[config.mk]
export PLATFORM = sky130hd
export DESIGN_NAME = rotary_encoder_input
export DESIGN_NICKNAME = d
export VERILOG_FILES = /design/src/rtl/renc_pkg.sv /design/src/rtl/rotary_encoder_input.sv /design/src/rtl/renc_state.sv /design/src/rtl/renc_step.sv
export SDC_FILE = /design/constraint.sdc
export NUM_CORES = 1
export LEC_CHECK = 0
export BUFFER_PORTS_ARGS = -buffer_cell sky130_fd_sc_hd__buf_2
export CORE_UTILIZATION = 30
export CTS_BUF_LIST = sky130_fd_sc_hd__clkbuf_16
export CTS_CLUSTER_SIZE = 8
export DETAILED_ROUTE_END_ITERATION = 16
export PLACE_DENSITY = 0.46
export SYNTH_ARGS = -nofsm -noshare
export SYNTH_HDL_FRONTEND = slang
export SYNTH_SLANG_ARGS = --single-unit
[constraint.sdc]
create_clock -name clk -period 5.64 [get_ports clk]
set_input_delay 0.846 -clock clk [delete_from_list [all_inputs] [get_ports clk]]
set_output_delay 0.846 -clock clk [all_outputs]
set_load 0.01 [all_outputs]
[src/rtl/renc_pkg.sv]
// Shared types, command codes and quadrature step table for the rotary encoder front end.
`timescale 1ns / 1ps

package renc_pkg;

  localparam int NUM_CHANNELS = 2;

  localparam logic [7:0] DEBOUNCE_RESET = 8'd6;
  localparam logic [6:0] DETENT_RESET   = 7'd4;
  localparam logic [7:0] LOW_RUN_MAX    = 8'd255;
  localparam logic [1:0] PHASE_RESET    = 2'b11;

  typedef enum logic [1:0] {
    CMD_ROTATE = 2'd0,
    CMD_BUTTON = 2'd1,
    CMD_SEED   = 2'd2
  } cmd_t;

  typedef enum logic [1:0] {
    REG_DEBOUNCE = 2'd0,
    REG_DETENT   = 2'd1
  } reg_idx_t;

  typedef struct packed {
    logic [1:0] cmd;
    logic       channel;
    logic       phase_a;
    logic       phase_b;
    logic       switch_level;
  } item_t;

  typedef struct packed {
    logic [1:0]        last_phase;
    logic signed [7:0] step_total;
    logic [7:0]        low_run;
    logic              press_latched;
  } chan_state_t;

  typedef struct packed {
    logic signed [1:0] detent_step;
    logic              press_event;
  } result_t;

  typedef struct packed {
    logic [7:0] press_ticks;
    logic [6:0] detent_steps;
  } cfg_t;

  localparam logic signed [1:0] QUAD_STEP [16] = '{
     2'sd0, -2'sd1,  2'sd1,  2'sd0,
     2'sd1,  2'sd0,  2'sd0, -2'sd1,
    -2'sd1,  2'sd0,  2'sd0,  2'sd1,
     2'sd0,  2'sd1, -2'sd1,  2'sd0
  };

endpackage

[src/rtl/rotary_encoder_input.sv]
// Rotary encoder front end top level: input register, decode, result register, config.
// Pipeline: input register, then result register. Throughput: one item per cycle while
// out_stall is low; the per-channel state read, table lookup and add complete in the single
// decode stage, so back-to-back items on one channel chain.
// Reset: synchronous active low; channel state returns to phase 11 with cleared
// counters and latch, press threshold to 6, detent_steps to 4, both stages empty.
`timescale 1ns / 1ps

module rotary_encoder_input (
  input  logic              clk,
  input  logic              rst_n,
  input  logic              in_valid,
  output logic              in_stall,
  input  logic [1:0]        in_cmd,
  input  logic              in_channel,
  input  logic              in_phase_a,
  input  logic              in_phase_b,
  input  logic              in_switch_level,
  output logic              out_valid,
  input  logic              out_stall,
  output logic signed [1:0] out_detent_step,
  output logic              out_press_event,
  input  logic              cfg_valid,
  output logic              cfg_ready,
  input  logic [1:0]        cfg_index,
  input  logic [7:0]        cfg_data
);

  renc_pkg::cfg_t        cfg_r;
  renc_pkg::item_t       s1_item_r;
  logic                  s1_valid_r;
  renc_pkg::result_t     out_res_r;
  logic                  out_valid_r;
  logic                  advance;
  renc_pkg::chan_state_t cur_state;
  renc_pkg::chan_state_t nxt_state;
  logic                  step_wr;
  renc_pkg::result_t     step_res;

  assign cfg_ready = 1'b1;

  always_ff @(posedge clk) begin
    if (!rst_n) begin
      cfg_r.press_ticks  <= renc_pkg::DEBOUNCE_RESET;
      cfg_r.detent_steps <= renc_pkg::DETENT_RESET;
    end else if (cfg_valid && cfg_ready) begin
      unique case (cfg_index)
        renc_pkg::REG_DEBOUNCE: cfg_r.press_ticks  <= cfg_data;
        renc_pkg::REG_DETENT:   cfg_r.detent_steps <= cfg_data[6:0];
        default: ;
      endcase
    end
  end

  assign advance  = !out_valid_r || !out_stall;
  assign in_stall = s1_valid_r && !advance;

  always_ff @(posedge clk) begin
    if (!rst_n) begin
      s1_valid_r <= 1'b0;
    end else if (!in_stall) begin
      s1_valid_r <= in_valid;
    end
  end

  always_ff @(posedge clk) begin
    if (in_valid && !in_stall) begin
      s1_item_r <= '{cmd: in_cmd, channel: in_channel, phase_a: in_phase_a,
                     phase_b: in_phase_b, switch_level: in_switch_level};
    end
  end

  renc_state u_state (
    .clk        (clk),
    .rst_n      (rst_n),
    .rd_channel (s1_item_r.channel),
    .rd_state   (cur_state),
    .wr_en      (s1_valid_r && advance && step_wr),
    .wr_channel (s1_item_r.channel),
    .wr_state   (nxt_state)
  );

  renc_step u_step (
    .item  (s1_item_r),
    .cur   (cur_state),
    .cfg   (cfg_r),
    .nxt   (nxt_state),
    .wr_en (step_wr),
    .res   (step_res)
  );

  always_ff @(posedge clk) begin
    if (!rst_n) begin
      out_valid_r <= 1'b0;
    end else if (advance) begin
      out_valid_r <= s1_valid_r;
    end
  end

  always_ff @(posedge clk) begin
    if (advance && s1_valid_r) begin
      out_res_r <= step_res;
    end
  end

  assign out_valid       = out_valid_r;
  assign out_detent_step = out_res_r.detent_step;
  assign out_press_event = out_res_r.press_event;

`ifndef SYNTHESIS
  a_s1_hold: assert property (@(posedge clk) disable iff (!rst_n)
    s1_valid_r && !advance |=> s1_valid_r && $stable(s1_item_r))
    else $error("input stage lost a held item");

  a_out_hold: assert property (@(posedge clk) disable iff (!rst_n)
    out_valid_r && out_stall |=> out_valid_r && $stable(out_res_r))
    else $error("result register changed while stalled");

  a_det_code: assert property (@(posedge clk) disable iff (!rst_n)
    out_valid_r |-> out_res_r.detent_step != 2'sb10)
    else $error("invalid detent code");

  a_one_event: assert property (@(posedge clk) disable iff (!rst_n)
    out_valid_r |-> !(out_res_r.press_event && out_res_r.detent_step != 2'sd0))
    else $error("rotation and press event in one result");
`endif

endmodule

[src/rtl/renc_state.sv]
// Per-channel state storage with one read and one write port.
`timescale 1ns / 1ps

module renc_state (
  input  logic                  clk,
  input  logic                  rst_n,
  input  logic                  rd_channel,
  output renc_pkg::chan_state_t rd_state,
  input  logic                  wr_en,
  input  logic                  wr_channel,
  input  renc_pkg::chan_state_t wr_state
);

  renc_pkg::chan_state_t state_r [renc_pkg::NUM_CHANNELS];

  always_ff @(posedge clk) begin
    if (!rst_n) begin
      for (int i = 0; i < renc_pkg::NUM_CHANNELS; i++) begin
        state_r[i].last_phase    <= renc_pkg::PHASE_RESET;
        state_r[i].step_total    <= '0;
        state_r[i].low_run       <= '0;
        state_r[i].press_latched <= 1'b0;
      end
    end else if (wr_en) begin
      state_r[wr_channel] <= wr_state;
    end
  end

  assign rd_state = state_r[rd_channel];

endmodule

[src/rtl/renc_step.sv]
// Decode one sample tick: quadrature step accumulation, button debounce and seeding.
`timescale 1ns / 1ps

module renc_step (
  input  renc_pkg::item_t       item,
  input  renc_pkg::chan_state_t cur,
  input  renc_pkg::cfg_t        cfg,
  output renc_pkg::chan_state_t nxt,
  output logic                  wr_en,
  output renc_pkg::result_t     res
);

  logic [1:0]        ab;
  logic signed [1:0] raw;
  logic signed [8:0] sum;
  logic signed [8:0] lim;
  logic [7:0]        run_nxt;
  logic              latch_nxt;
  logic              in_range;

  assign ab       = {item.phase_a, item.phase_b};
  assign raw      = renc_pkg::QUAD_STEP[{cur.last_phase, ab}];
  assign sum      = 9'(cur.step_total) + 9'(raw);
  assign lim      = $signed({2'b00, cfg.detent_steps});
  assign in_range = 32'(item.channel) < renc_pkg::NUM_CHANNELS;

  always_comb begin
    nxt             = cur;
    wr_en           = 1'b0;
    res.detent_step = 2'sd0;
    res.press_event = 1'b0;
    run_nxt         = cur.low_run;
    latch_nxt       = cur.press_latched;
    if (in_range) begin
      unique case (item.cmd)
        renc_pkg::CMD_SEED: begin
          wr_en              = 1'b1;
          nxt.last_phase     = ab;
          nxt.step_total     = '0;
          nxt.low_run        = '0;
          nxt.press_latched  = 1'b0;
        end
        renc_pkg::CMD_ROTATE: begin
          wr_en          = 1'b1;
          nxt.last_phase = ab;
          if (raw != 2'sd0) begin
            if (sum >= lim) begin
              nxt.step_total  = '0;
              res.detent_step = 2'sd1;
            end else if (sum <= -lim) begin
              nxt.step_total  = '0;
              res.detent_step = -2'sd1;
            end else begin
              nxt.step_total = sum[7:0];
            end
          end
        end
        renc_pkg::CMD_BUTTON: begin
          wr_en = 1'b1;
          if (!item.switch_level) begin
            if (cur.low_run != renc_pkg::LOW_RUN_MAX) begin
              run_nxt = cur.low_run + 8'd1;
            end
          end else begin
            run_nxt   = '0;
            latch_nxt = 1'b0;
          end
          if (run_nxt == cfg.press_ticks && !latch_nxt) begin
            latch_nxt       = 1'b1;
            res.press_event = 1'b1;
          end
          nxt.low_run       = run_nxt;
          nxt.press_latched = latch_nxt;
        end
        default: begin
          wr_en = 1'b0;
        end
      endcase
    end
  end

endmodule
* Yosys cells after proc, flatten, opt, wreduce, memory -nomap -nowiden *
Memories as Yosys holds them, arrays and structs flattened. A register that Yosys moved wholly into a read port is not among the register bits.
Index checks and enable logic that the tools add are counted.
W data, S select, Z words.

word-level totals
  word-level logic and storage cells = 73
  bits in registers = 26
  memories = 2
  output and inout port bits = 6
  memory bits (writable) = 38
  ROM bits = 32

cells by class
  reduce and logical (&&, ||, !) cells = 20
  equality and inequality tests = 5
  add/sub/neg operators = 3
  magnitude comparators = 3
  mux-type cells = 25
  bitwise gates (word level) = 3

memory list
  name             words  width  read ports  clocked after memory_dff  wr ports  line              source
  u_state.state_r  2      19     1           1                         2         renc_state.sv:14  renc_pkg::chan_state_t state_r [renc_pkg::NUM_CHANNELS];
  (no name shown)  16     2      1           0                         0         renc_step.sv:22   assign raw = renc_pkg::QUAD_STEP[{cur.last_phase, ab}];

operators by type and width
  kind                   count
  $mux W8                6
  $pmux W10 S2           1
  $mux W19               1
  $reduce_or A19 Y1      1
  $pmux W9 S2            1
  $mux W1                13
  $add A8 B2 Y9          1
  $ge A9 B8 Y1           1
  $le A9 B9 Y1           1
  $neg A7 Y9             1
  $add A8 B1 Y8 const B  1
  $eq A8 B8 Y1           1
  $ne A8 B8 Y1 const B   1
  $mux W2                3
  $reduce_and A2 Y1      3
  $reduce_or A3 Y1       2
  $ge A5 B5 Y1 const B   1
  $logic_and A1 B1 Y1    5
  $logic_not A1 Y1       5
  $not A4 Y5             1
  $eq A2 B1 Y1 const B   2
  $logic_not A2 Y1       2
  $eq A2 B2 Y1 const B   1
  $not A1 Y1             2
  other kinds (2)        2

* Longest topological paths before layout *
Gate-level depths: netlist (run 1).

  word-level depth = 11
  mapped depth = 22
  mapped depth without buffers = 19

* By module *
From an unflattened synthesis (run 1), not the netlist that was laid out.

unflattened totals
  cell total of the unflattened synthesis = 432
  area total of the unflattened synthesis = 4489.3 um^2

modules (own cells, without submodules)
  module                cells an instance  area each (um^2)  instances  sequential area each (um^2)
  renc_step             243                1793.0            1          0.0
  renc_state            109                1704.1            1          1141.1
  rotary_encoder_input  80                 992.2             1          610.6

* Worst setup path after synthesis (run 1) *
OpenSTA, ideal clock, no wires.

  path type = reg2reg
  start point = reg with a tool-made name
  end point = mem u_state.state_r[1][10] (netlist bit) (data pin)
  required time = 5.370 ns
  setup slack = 1.202 ns
  setup time = 0.270 ns
  stages on the path, launching flop included = 20
  arrival = 4.168 ns
  buffers on the path = 1
  cell sequence = dfxtp_1 buf_6 mux2i_2 mux2i_1 mux2i_1 inv_1 fa_1 nor2b_1 o21ai_0 a21oi_1 nor2_1 xnor2_1 inv_1 ha_1 a21o_1 a21o_1 o22ai_1 o21ai_0 nand4_1 o22ai_1

RTL lines
  what       line
  to (decl)  renc_state.sv:14

==> run_results.csv, run 1 <==
group,metric,value,unit
run_status,outcome,"complete, no violations",
layout,final_area,5050,um2
critical_path,worst-path-buf-inv,2,
critical_path,path_cells,"mux2i_1, xnor2_1, xnor2_1, ha_1, inv_1, fa_1, nor2b_1, o21ai_0, a21oi_1, nor2_1, xnor2_1, inv_1, ha_1, a21o_1, a21o_1, o22ai_1, o21ai_0, a41oi_1, nor2_1",
critical_path,critPathLaunchType,"flip-flop",
die,die_w,124,um
clock_network,cts_buffer_depth,2,
sta,setup_tns,0,ns
placed_design,dp_slack,0.810,ns
hold_path,min_path_type,"flip-flop to flip-flop",
pwr,combinationalPowerShare,0.208,
critical_path,crit_required,5.70,ns
critical_path,timing.rr.end,"u_state.state_r[0][16]$_SDFFCE_PN0P_",
clock_network,holdBufCountCts,0,
die,io_pins,27,
clock_network,post_cts_resized,0,
global_routing,grt_overflow,0,
sta,setup_viol,0,
yosys,syn_inst,458,
layout,drive_gt1_frac,0.137,
global_routing,antenna_found_initial,0,
sta,tightest_slew,0.964,ns
critical_path,cp_top_family,"compound AO/OA/AOI/OAI gates",
critical_path,slowest_delay,0.42,ns
clock_network,cts_tree,"built",
pwr,swShare,0.292,
layout,final_common_cell,"edfxtp_1",
layout,layout_common_cells,"47 x edfxtp_1, 45 x inv_1, 40 x nor2_1",
layout,fillers,1462,
pwr,p_int,933,uW
critical_path,r2r_setup_slack,0.76,ns
route,wl_per_cell,16.8,um
critical_path,cp.arrival,4.94,ns
route,finalWirelength,11300,um
pwr,ir_worst_vdd,0.000162,V
yosys,ys_seq_area_frac,0.395,
route,drtAntennaViolNets,0,
route,drtIter0Drc,247,
die,rows,44,
clock_network,clock_latency,0.33,ns
layout,num_antenna_cells,0,
pwr,p_seq_frac,0.419,
critical_path,crit_type,"flip-flop to flip-flop",
layout,areaGrowthSynthToFinish,12.5,%
global_routing,grt_pass1_wl,18000,um
critical_path,cp-end-kind,"flip-flop",
placed_design,dp_cells,657,
hold_path,hold_path_depth,2,
clock_network,path_clk_slew,0.05,ns
yosys,synth_edf_count,47,
layout,instances_no_fill,673,
sta,slew_viol_final,0,
critical_path,crit_path_frequent_cell,"xnor2_1",
clock_network,numCtsBuffers,9,
hold_path,min_to,"cfg_r[9]$_SDFFE_PN1P_",
critical_path,r2r_cells,19,
sta,setup_slack,0.758,ns
placed_design,portBuffers,25,
pwr,switchingPower,386,uW
die,initial_core_util,0.308,
yosys,syn-num-nets,512,
yosys,ys.flop_type,"edfxtp_1",
placed_design,place.gp.congestion,0.791,
sta,fmaxAchievable,205,MHz
yosys,yosys-top-cells-area,"edfxtp_1 31%, ha_1 8.9%, dfxtp_1 8.0%, mux2i_1 5.6%, inv_1 3.5%",
yosys,synthesis.area,4490,um2
sta,hold_viol,0,
hold_path,hold_path.startpoint,"cfg_r[9]$_SDFFE_PN1P_",
die,die_h,124,um
sta,layout_min_cycle_time,4.88,ns
placed_design,dpl.hpwl,8510,um
global_routing,grt_use_total,0.149,
sta,relSlewSlack,0.356,
die,core,14600,um2
global_routing,first_global_vias,3432,
pwr,power.share.clock,0.373,
clock_network,htree_levels,3,
flow_run,maxCapViolations,0,
yosys,synthArstFlopShare,0,
clock_network,cts_setup_buffers,0,
critical_path,critPathMaxFanout,6,
global_routing,grt_max_degree,36,
yosys,avgSynthCellArea,9.80,um2
sta,period_share,0.866,
sta,finClkSkew,0.00734,ns
pwr,power_density,261,nW/um2
yosys,yosysTopAreaCellShare,0.314,
pwr,total_leakage_power,2.10,nW
route,drcViolationCount,0,
sta,rsz0062_at_grt,"no",
clock_network,cts.sinks,65,
critical_path,crit_slowest_cell,"a41oi_1",
layout,nNetsFinal,538,
die,dieArea,15500,um2
placed_design,dpl-instance-area,4800,um2
route,via_per_inst,5.23,
yosys,yosysUniqueCellTypes,66,
route,dr.pass1.iters,4,
route,num_vias,3517,
clock_network,cts_root_buf,"clkbuf_16",
yosys,synth-seq-cells,65,
yosys,yosys_warnings,0,
yosys,synth_top_cell_by_area,"edfxtp_1",
## flip-flops by register name, indices dropped and copies added, names as in the netlist, named ones only
register / flops
out_detent_step: 2
s1_item_r: 6
cfg_r: 15
u_state.state_r: 38
s1_valid_r: 1
out_valid: 1
out_press_event: 1
## worst min-delay path, delay by kind of cell (launching register included)
kind	cells	cell delay (ns)
DFF	1	0.35
muxes	1	0.07
and+or+nand+nor	1	0.05
## power by group through the flow
stage | combinational (mW) | sequential, mW | clock [mW]
after global routing | 0.308 | 0.555 | 0.525
after floorplan | 0.205 | 0.556 | 0
after detailed placement | 0.274 | 0.562 | 0
after global placement | 0.271 | 0.561 | 0
final | 0.275 | 0.552 | 0.492
after CTS | 0.276 | 0.552 | 0.507
## cell families (layout without fill, tap and decap cells)
group,count (synthesis),count (layout),synth area share
and+or+nand+nor,148,148,0.184
AOI/OAI and AO/OA,104,104,0.156
DFF,65,65,0.395
buffers and inverters,54,85,0.0504
muxes,39,39,0.0925
adders and majority gates,33,33,0.0936
xor gates and xnor gates,14,14,0.0273
other,1,1,0.000835
## routing by layer
layer / track usage / up-vias / wire length [um]
met3: 0.0232 / 13 / 349
li1: - / 1740 / -
met5: 0 / - / 0
met2: 0.241 / 73 / 5330
met1: 0.195 / 1691 / 5480
met4: 0.0673 / 0 / 163
## synth_stat cells, types with 6 or more instances
library cell  number
o22ai_1           16
ha_1              32
a21o_1             9
a31oi_1            6
edfxtp_1          47
mux2_2            10
xnor2_1           10
nor2_1            40
nand3_1           10
mux2i_1           25
inv_1             42
o21ai_0           17
nor3_1             7
clkbuf_1           7
nor2b_1           20
a21oi_1           20
nand2_1           26
dfxtp_1           18
## metrics by stage
step           utilization  power (mW)  hold slack, ns
2_1_floorplan            -       0.761           0.463
3_3_place_gp         0.329       0.832           0.477
3_5_place_dp         0.329       0.836           0.491
4_1_cts              0.346        1.33           0.505
5_1_grt              0.346        1.39           0.538
6_report             0.346        1.32           0.502
## layout make-up
class	count	area, um2	share of cell area
clock inverter	7	31.3	0.00619
sequential	65	1770	0.351
tap	184	230	0.0456
clock buffer	9	225	0.0446
timing repair buffer	27	140	0.0277
inverter	42	158	0.0312
multi-input combinational	339	2500	0.494
## how the worst max path moves through the flow
stage,startpoint,end,cells after the start
global route,flip-flop,u_state.state_r[0][16]$_SDFFCE_PN0P_,19
floorplan,flip-flop,u_state.state_r[1][10]$_DFFE_PP_,19
global placement,flip-flop,u_state.state_r[0][16]$_SDFFCE_PN0P_,18
finish,flip-flop,u_state.state_r[0][16]$_SDFFCE_PN0P_,19
CTS,flip-flop,u_state.state_r[0][16]$_SDFFCE_PN0P_,19
detailed placement,flip-flop,u_state.state_r[0][16]$_SDFFCE_PN0P_,19
(Power assumes the default switching activity.)
==> run 2: changes to the inputs <==
--- a/config.mk
+++ b/config.mk
@@ -5,12 +5,14 @@
 export SDC_FILE = /design/constraint.sdc
 export NUM_CORES = 1
 export LEC_CHECK = 0
+export ABC_AREA = 1
 export BUFFER_PORTS_ARGS = -buffer_cell sky130_fd_sc_hd__buf_2
 export CORE_UTILIZATION = 30
 export CTS_BUF_LIST = sky130_fd_sc_hd__clkbuf_16
 export CTS_CLUSTER_SIZE = 8
 export DETAILED_ROUTE_END_ITERATION = 16
 export PLACE_DENSITY = 0.46
+export RECOVER_POWER = 50
 export SYNTH_ARGS = -nofsm -noshare
 export SYNTH_HDL_FRONTEND = slang
 export SYNTH_SLANG_ARGS = --single-unit
==> run_results.csv, run 2 <==
group,metric,value,unit
critical_path,crit_path_frequent_cell,"nand2_1",
critical_path,crit_type,"flip-flop to flip-flop",
hold_path,hold_path_depth,2,
layout,drive_gt1_frac,0.120,
pwr,p_int,1.03,mW
critical_path,slowest_delay,0.43,ns
route,wl_per_cell,13.7,um
yosys,yosysUniqueCellTypes,43,
critical_path,crit_slowest_cell,"ha_1",
placed_design,place.gp.congestion,0.825,
critical_path,timing.rr.end,"u_state.state_r[1][9]$_DFFE_PP_",
placed_design,dp_cells,775,
clock_network,post_cts_resized,0,
clock_network,cts_setup_buffers,0,
route,dr.pass1.iters,4,
flow_run,maxCapViolations,0,
yosys,avgSynthCellArea,7.81,um2
hold_path,min_to,"cfg_r[12]$_SDFFE_PN0P_",
yosys,ys.flop_type,"edfxtp_1",
clock_network,cts_root_buf,"clkbuf_16",
run_status,outcome,"complete, no violations",
global_routing,grt_overflow,0,
global_routing,grt_max_degree,22,
hold_path,hold_path.startpoint,"cfg_r[12]$_SDFFE_PN0P_",
hold_path,min_path_type,"flip-flop to flip-flop",
pwr,power_density,302,nW/um2
placed_design,dpl.hpwl,8340,um
sta,tightest_slew,1.12,ns
layout,nNetsFinal,656,
route,drtAntennaViolNets,0,
yosys,synth.most_common_cell,"nand2_1",
yosys,synthTopCellsByCount,"151 x nand2_1, 87 x inv_1, 47 x edfxtp_1",
clock_network,holdBufCountCts,0,
sta,setup_slack,1.09,ns
pwr,combinationalPowerShare,0.289,
yosys,synth_top_cell_by_area,"edfxtp_1",
sta,relSlewSlack,0.246,
layout,layout_common_cells,"151 x nand2_1, 91 x inv_1, 47 x edfxtp_1",
critical_path,critPathLaunchType,"flip-flop",
yosys,synthArstFlopShare,0,
critical_path,r2r_cells,26,
yosys,syn_inst,576,
clock_network,path_clk_slew,0.05,ns
sta,fmaxAchievable,220,MHz
pwr,switchingPower,502,uW
placed_design,portBuffers,25,
global_routing,grt_use_total,0.148,
critical_path,cp_top_family,"compound AO/OA/AOI/OAI gates",
layout,largest_register_ffs,38,
layout,final_area,5070,um2
pwr,swShare,0.328,
clock_network,numCtsBuffers,9,
clock_network,cts.sinks,65,
clock_network,cts_buffer_depth,2,
sta,setup_viol,0,
yosys,yosys-top-cells-area,"edfxtp_1 31%, nand2_1 13%, ha_1 8.9%, dfxtp_1 8.0%, inv_1 7.3%",
yosys,ys_seq_area_frac,0.394,
sta,period_share,0.807,
yosys,synth-seq-cells,65,
route,via_per_inst,4.65,
sta,layout_min_cycle_time,4.55,ns
clock_network,clock_latency,0.33,ns
layout,num_antenna_cells,0,
placed_design,dpl-instance-area,4800,um2
critical_path,worst-path-buf-inv,5,
die,initial_core_util,0.308,
global_routing,antenna_found_initial,0,
die,rows,44,
global_routing,first_global_vias,3611,
route,drtIter0Drc,241,
yosys,synth_edf_count,47,
pwr,power.share.clock,0.352,
critical_path,crit_required,5.70,ns
clock_network,htree_levels,3,
critical_path,cp-end-kind,"flip-flop",
yosys,syn-num-nets,630,
clock_network,cts_tree,"built",
sta,finClkSkew,0.00609,ns
die,dieArea,15500,um2
critical_path,cp.arrival,4.61,ns
critical_path,critPathMaxFanout,21,
yosys,yosys_warnings,0,
sta,slew_viol_final,0,
placed_design,dp_slack,1.14,ns
die,die_h,124,um
pwr,p_seq_frac,0.359,
route,num_vias,3680,
die,io_pins,27,
die,core,14600,um2
layout,regMostFlops,"u_state.state_r",
layout,final_common_cell,"nand2_1",
sta,setup_tns,0,ns
layout,instances_no_fill,791,
yosys,yosysTopAreaCellShare,0.314,
pwr,ir_worst_vdd,0.000162,V
yosys,synthesis.area,4500,um2
pwr,total_leakage_power,2.39,nW
route,finalWirelength,10800,um
global_routing,grt_pass1_wl,18000,um
critical_path,r2r_setup_slack,1.09,ns
sta,rsz0062_at_grt,"no",
sta,hold_viol,0,
layout,top_regs,"u_state.state_r (38), cfg_r (15), s1_item_r (6)",
die,die_w,124,um
route,drcViolationCount,0,
layout,areaGrowthSynthToFinish,12.8,%
## run 2: worst max path at each step
stage | startpoint | to | depth (start not counted)
floorplan | s1_item_r[1]$_DFFE_PP_ | u_state.state_r[1][12]$_DFFE_PP_ | 28
global placement | flip-flop | u_state.state_r[0][9]$_SDFFCE_PN0P_ | 26
detailed placement | flip-flop | u_state.state_r[1][9]$_DFFE_PP_ | 26
CTS | flip-flop | u_state.state_r[1][9]$_DFFE_PP_ | 26
global route | flip-flop | u_state.state_r[0][12]$_SDFFCE_PN0P_ | 27
finish | flip-flop | u_state.state_r[1][9]$_DFFE_PP_ | 26
## run 2: kinds of logic after synthesis
| family | Yosys count | synth area share |
|---|---|---|
| other | 1 | 0.000834 |
| XOR/XNOR | 12 | 0.0250 |
| AND/OR/NAND/NOR | 266 | 0.272 |
| buffers and inverters | 107 | 0.0954 |
| adder cells (fa/ha/maj) | 33 | 0.0935 |
| flip-flops | 65 | 0.394 |
| AO/OA/AOI/OAI | 92 | 0.119 |
## run 2: through the flow
stage                     hold WS [ns]  utilization  power, mW
after floorplan                  0.444            -      0.895
after global placement           0.461        0.329      0.999
after detailed placement         0.463        0.329       1.00
after CTS                        0.471        0.349       1.55
after global routing             0.516        0.348       1.63
final                            0.473        0.348       1.53
## run 2: area by class of cell
type | instances | area (um2)
fill | 1518 | 9510
multi-input combinational | 404 | 2290
sequential | 65 | 1770
inverter | 95 | 358
clock buffer | 11 | 275
tap | 184 | 230
timing repair buffer | 27 | 129
clock inverter | 5 | 18.8
## run 2: power groups by stage
| stage | combinational, mW | clock (mW) | sequential (mW) |
|---|---|---|---|
| 5_1_grt | 0.506 | 0.571 | 0.553 |
| 4_1_cts | 0.446 | 0.555 | 0.550 |
| 2_1_floorplan | 0.338 | 0 | 0.557 |
| 3_3_place_gp | 0.440 | 0 | 0.560 |
| 3_5_place_dp | 0.442 | 0 | 0.559 |
| 6_report | 0.442 | 0.539 | 0.550 |
## run 2: worst reg2reg max path, delay by kind of cell, from the launching register on
kind                       cells  cell delay [ns]
AOI/OAI and AO/OA              7             1.11
buffers and inverters          5             0.80
xor gates and xnor gates       1             0.30
and+or+nand+nor               11             1.00
adders and majority gates      2             0.76
DFF                            1             0.33
## run 2: routing by layer
| metal | GRT usage | wire length (um) | share of wire | vias to the layer above |
|---|---|---|---|---|
| met1 | 0.196 | 5230 | 0.48 | 1682 |
| li1 | - | - | - | 1927 |
| met4 | 0.0340 | 115 | 0.011 | 0 |
| met3 | 0.0408 | 462 | 0.043 | 9 |
| met2 | 0.240 | 5040 | 0.46 | 62 |
| met5 | 0 | 0 | 0 | - |
==> run 3: changes to the inputs <==
==> constraint.sdc (replaced) <==
create_clock -name clk -period 4.7 [get_ports clk]
set_input_delay 0.705 -clock clk [delete_from_list [all_inputs] [get_ports clk]]
set_output_delay 0.705 -clock clk [all_outputs]
set_load 0.01 [all_outputs]
==> run_results.csv, run 3 (synthesized netlist as in run 2, its figures left out) <==
group,metric,value,unit
die,core,14600,um2
route,via_per_inst,4.67,
sta,relSlewSlack,0.212,
clock_network,holdBufCountCts,0,
critical_path,worst-path-buf-inv,5,
critical_path,cp-end-kind,"flip-flop",
sta,slew_viol_final,0,
placed_design,place.gp.congestion,0.813,
sta,setup_viol,0,
pwr,total_leakage_power,2.40,nW
global_routing,grt_pass1_wl,17700,um
sta,finClkSkew,0.00866,ns
critical_path,crit_required,4.76,ns
die,io_pins,27,
clock_network,numCtsBuffers,9,
critical_path,r2r_setup_slack,0.39,ns
pwr,power_density,356,nW/um2
clock_network,clock_latency,0.33,ns
clock_network,htree_levels,3,
critical_path,cp.arrival,4.37,ns
placed_design,portBuffers,25,
layout,top_regs,"u_state.state_r (38), cfg_r (15), s1_item_r (6)",
route,wl_per_cell,13.6,um
global_routing,grt_use_total,0.145,
global_routing,grt_overflow,0,
die,initial_core_util,0.308,
sta,hold_viol,0,
pwr,power.share.clock,0.340,
pwr,swShare,0.335,
route,drcViolationCount,0,
route,num_vias,3700,
pwr,p_seq_frac,0.365,
critical_path,crit_slowest_cell,"edfxtp_1",
run_status,outcome,"complete, no violations",
flow_run,maxCapViolations,0,
global_routing,antenna_found_initial,0,
route,dr.pass1.iters,5,
layout,seq_area,1770,um2
route,drtAntennaViolNets,0,
die,die_w,124,um
pwr,combinationalPowerShare,0.295,
critical_path,crit_type,"flip-flop to flip-flop",
sta,fmaxAchievable,232,MHz
placed_design,dpl.hpwl,8320,um
clock_network,cts_setup_buffers,0,
hold_path,min_path_type,"flip-flop to flip-flop",
pwr,ir_worst_vdd,0.000194,V
clock_network,path_clk_slew,0.05,ns
layout,layout_common_cells,"151 x nand2_1, 93 x inv_1, 47 x edfxtp_1",
global_routing,first_global_vias,3548,
critical_path,cp_top_family,"adder cells",
sta,rsz0062_at_grt,"no",
sta,setup_tns,0,ns
route,finalWirelength,10800,um
layout,drive_gt1_frac,0.123,
critical_path,critPathLaunchType,"flip-flop",
route,drtIter0Drc,121,
die,die_h,124,um
layout,final_common_cell,"nand2_1",
critical_path,critPathMaxFanout,5,
clock_network,cts_root_buf,"clkbuf_16",
critical_path,crit_path_frequent_cell,"nand2_1",
sta,period_share,0.918,
layout,areaGrowthSynthToFinish,12.9,%
die,rows,44,
layout,multiInputGateArea,2300,um2
hold_path,hold_path_depth,2,
sta,layout_min_cycle_time,4.31,ns
layout,regMostFlops,"u_state.state_r",
clock_network,post_cts_resized,0,
die,dieArea,15500,um2
global_routing,grt_max_degree,20,
sta,tightest_slew,1.17,ns
clock_network,cts.sinks,65,
pwr,p_int,1.20,mW
clock_network,cts_buffer_depth,2,
layout,nNetsFinal,658,
layout,largest_register_ffs,38,
critical_path,slowest_delay,0.42,ns
layout,postLayoutCoreUtil,0.348,
layout,num_antenna_cells,0,
pwr,switchingPower,606,uW
critical_path,cp.depth,26,
clock_network,cts_tree,"built",
layout,fillers,1533,
critical_path,r2r_cells,26,
run 3: per-layer routing:
metal / vias to the layer above / share of wire / routed length, um / global-route usage
met4: 0 / 0.011 / 121 / 0.0397
met1: 1714 / 0.48 / 5190 / 0.189
met2: 51 / 0.47 / 5080 / 0.243
met3: 10 / 0.038 / 412 / 0.0305
li1: 1925 / - / - / -
met5: - / 0 / 0 / 0
run 3: worst paths after layout:
check	from	end
setup / recovery	s1_item_r[1]$_DFFE_PP_	u_state.state_r[1][12]$_DFFE_PP_
hold / removal	cfg_r[10]$_SDFFE_PN0P_	cfg_r[10]$_SDFFE_PN0P_
setup reg to reg	s1_item_r[1]$_DFFE_PP_	u_state.state_r[1][12]$_DFFE_PP_
hold reg to reg	cfg_r[10]$_SDFFE_PN0P_	cfg_r[10]$_SDFFE_PN0P_
run 3: area by class of cell:
| class | count | area share |
|---|---|---|
| Timing Repair Buffer | 29 | 0.0286 |
| Clock buffer | 10 | 0.0493 |
| Clock inverter | 6 | 0.00517 |
| Multi-Input combinational cell | 404 | 0.452 |
| Tap cell | 184 | 0.0453 |
| Inverter | 95 | 0.0705 |
| Sequential cell | 65 | 0.349 |
run 3: worst register-to-register path, cell delays in order (launching register included):
cell and delay, ns:
edfxtp_1 0.42, inv_1 0.13, ha_1 0.27, xor2_2 0.18
xor2_1 0.18, inv_1 0.08, ha_1 0.17, inv_1 0.06
fa_1 0.42, o21ai_2 0.22, nand3_1 0.09, nand3_1 0.09
xor2_1 0.24, inv_1 0.11, ha_1 0.32, a21oi_1 0.17
nand2_1 0.07, nand2_1 0.06, nand2_1 0.05, nand3_1 0.06
nand2_1 0.12, nand2_1 0.18, inv_1 0.08, nand2_1 0.06
nand2_1 0.05, nand2_1 0.08, a21oi_1 0.07
run 3: through the flow:
| step | hold WS, ns | area [um2] | total power, mW | instances | setup WS [ns] |
|---|---|---|---|---|---|
| 2_1_floorplan | 0.444 | 4500 | 1.07 | 576 | 0.902 |
| 3_3_place_gp | 0.465 | 4810 | 1.20 | 777 | 0.489 |
| 3_5_place_dp | 0.469 | 4810 | 1.21 | 777 | 0.354 |
| 4_1_cts | 0.479 | 5090 | 1.83 | 793 | 0.317 |
| 5_1_grt | 0.500 | 5080 | 1.93 | 793 | 0.0278 |
| 6_report | 0.475 | 5080 | 1.81 | 793 | 0.387 |
run 3: power by group through the flow:
stage	Sequential, mW	Combinational, mW	Clock, mW
global placement	0.671	0.531	0
detailed placement	0.672	0.535	0
global route	0.663	0.615	0.652
CTS	0.661	0.540	0.632
floorplan	0.668	0.406	0
finish	0.660	0.534	0.615
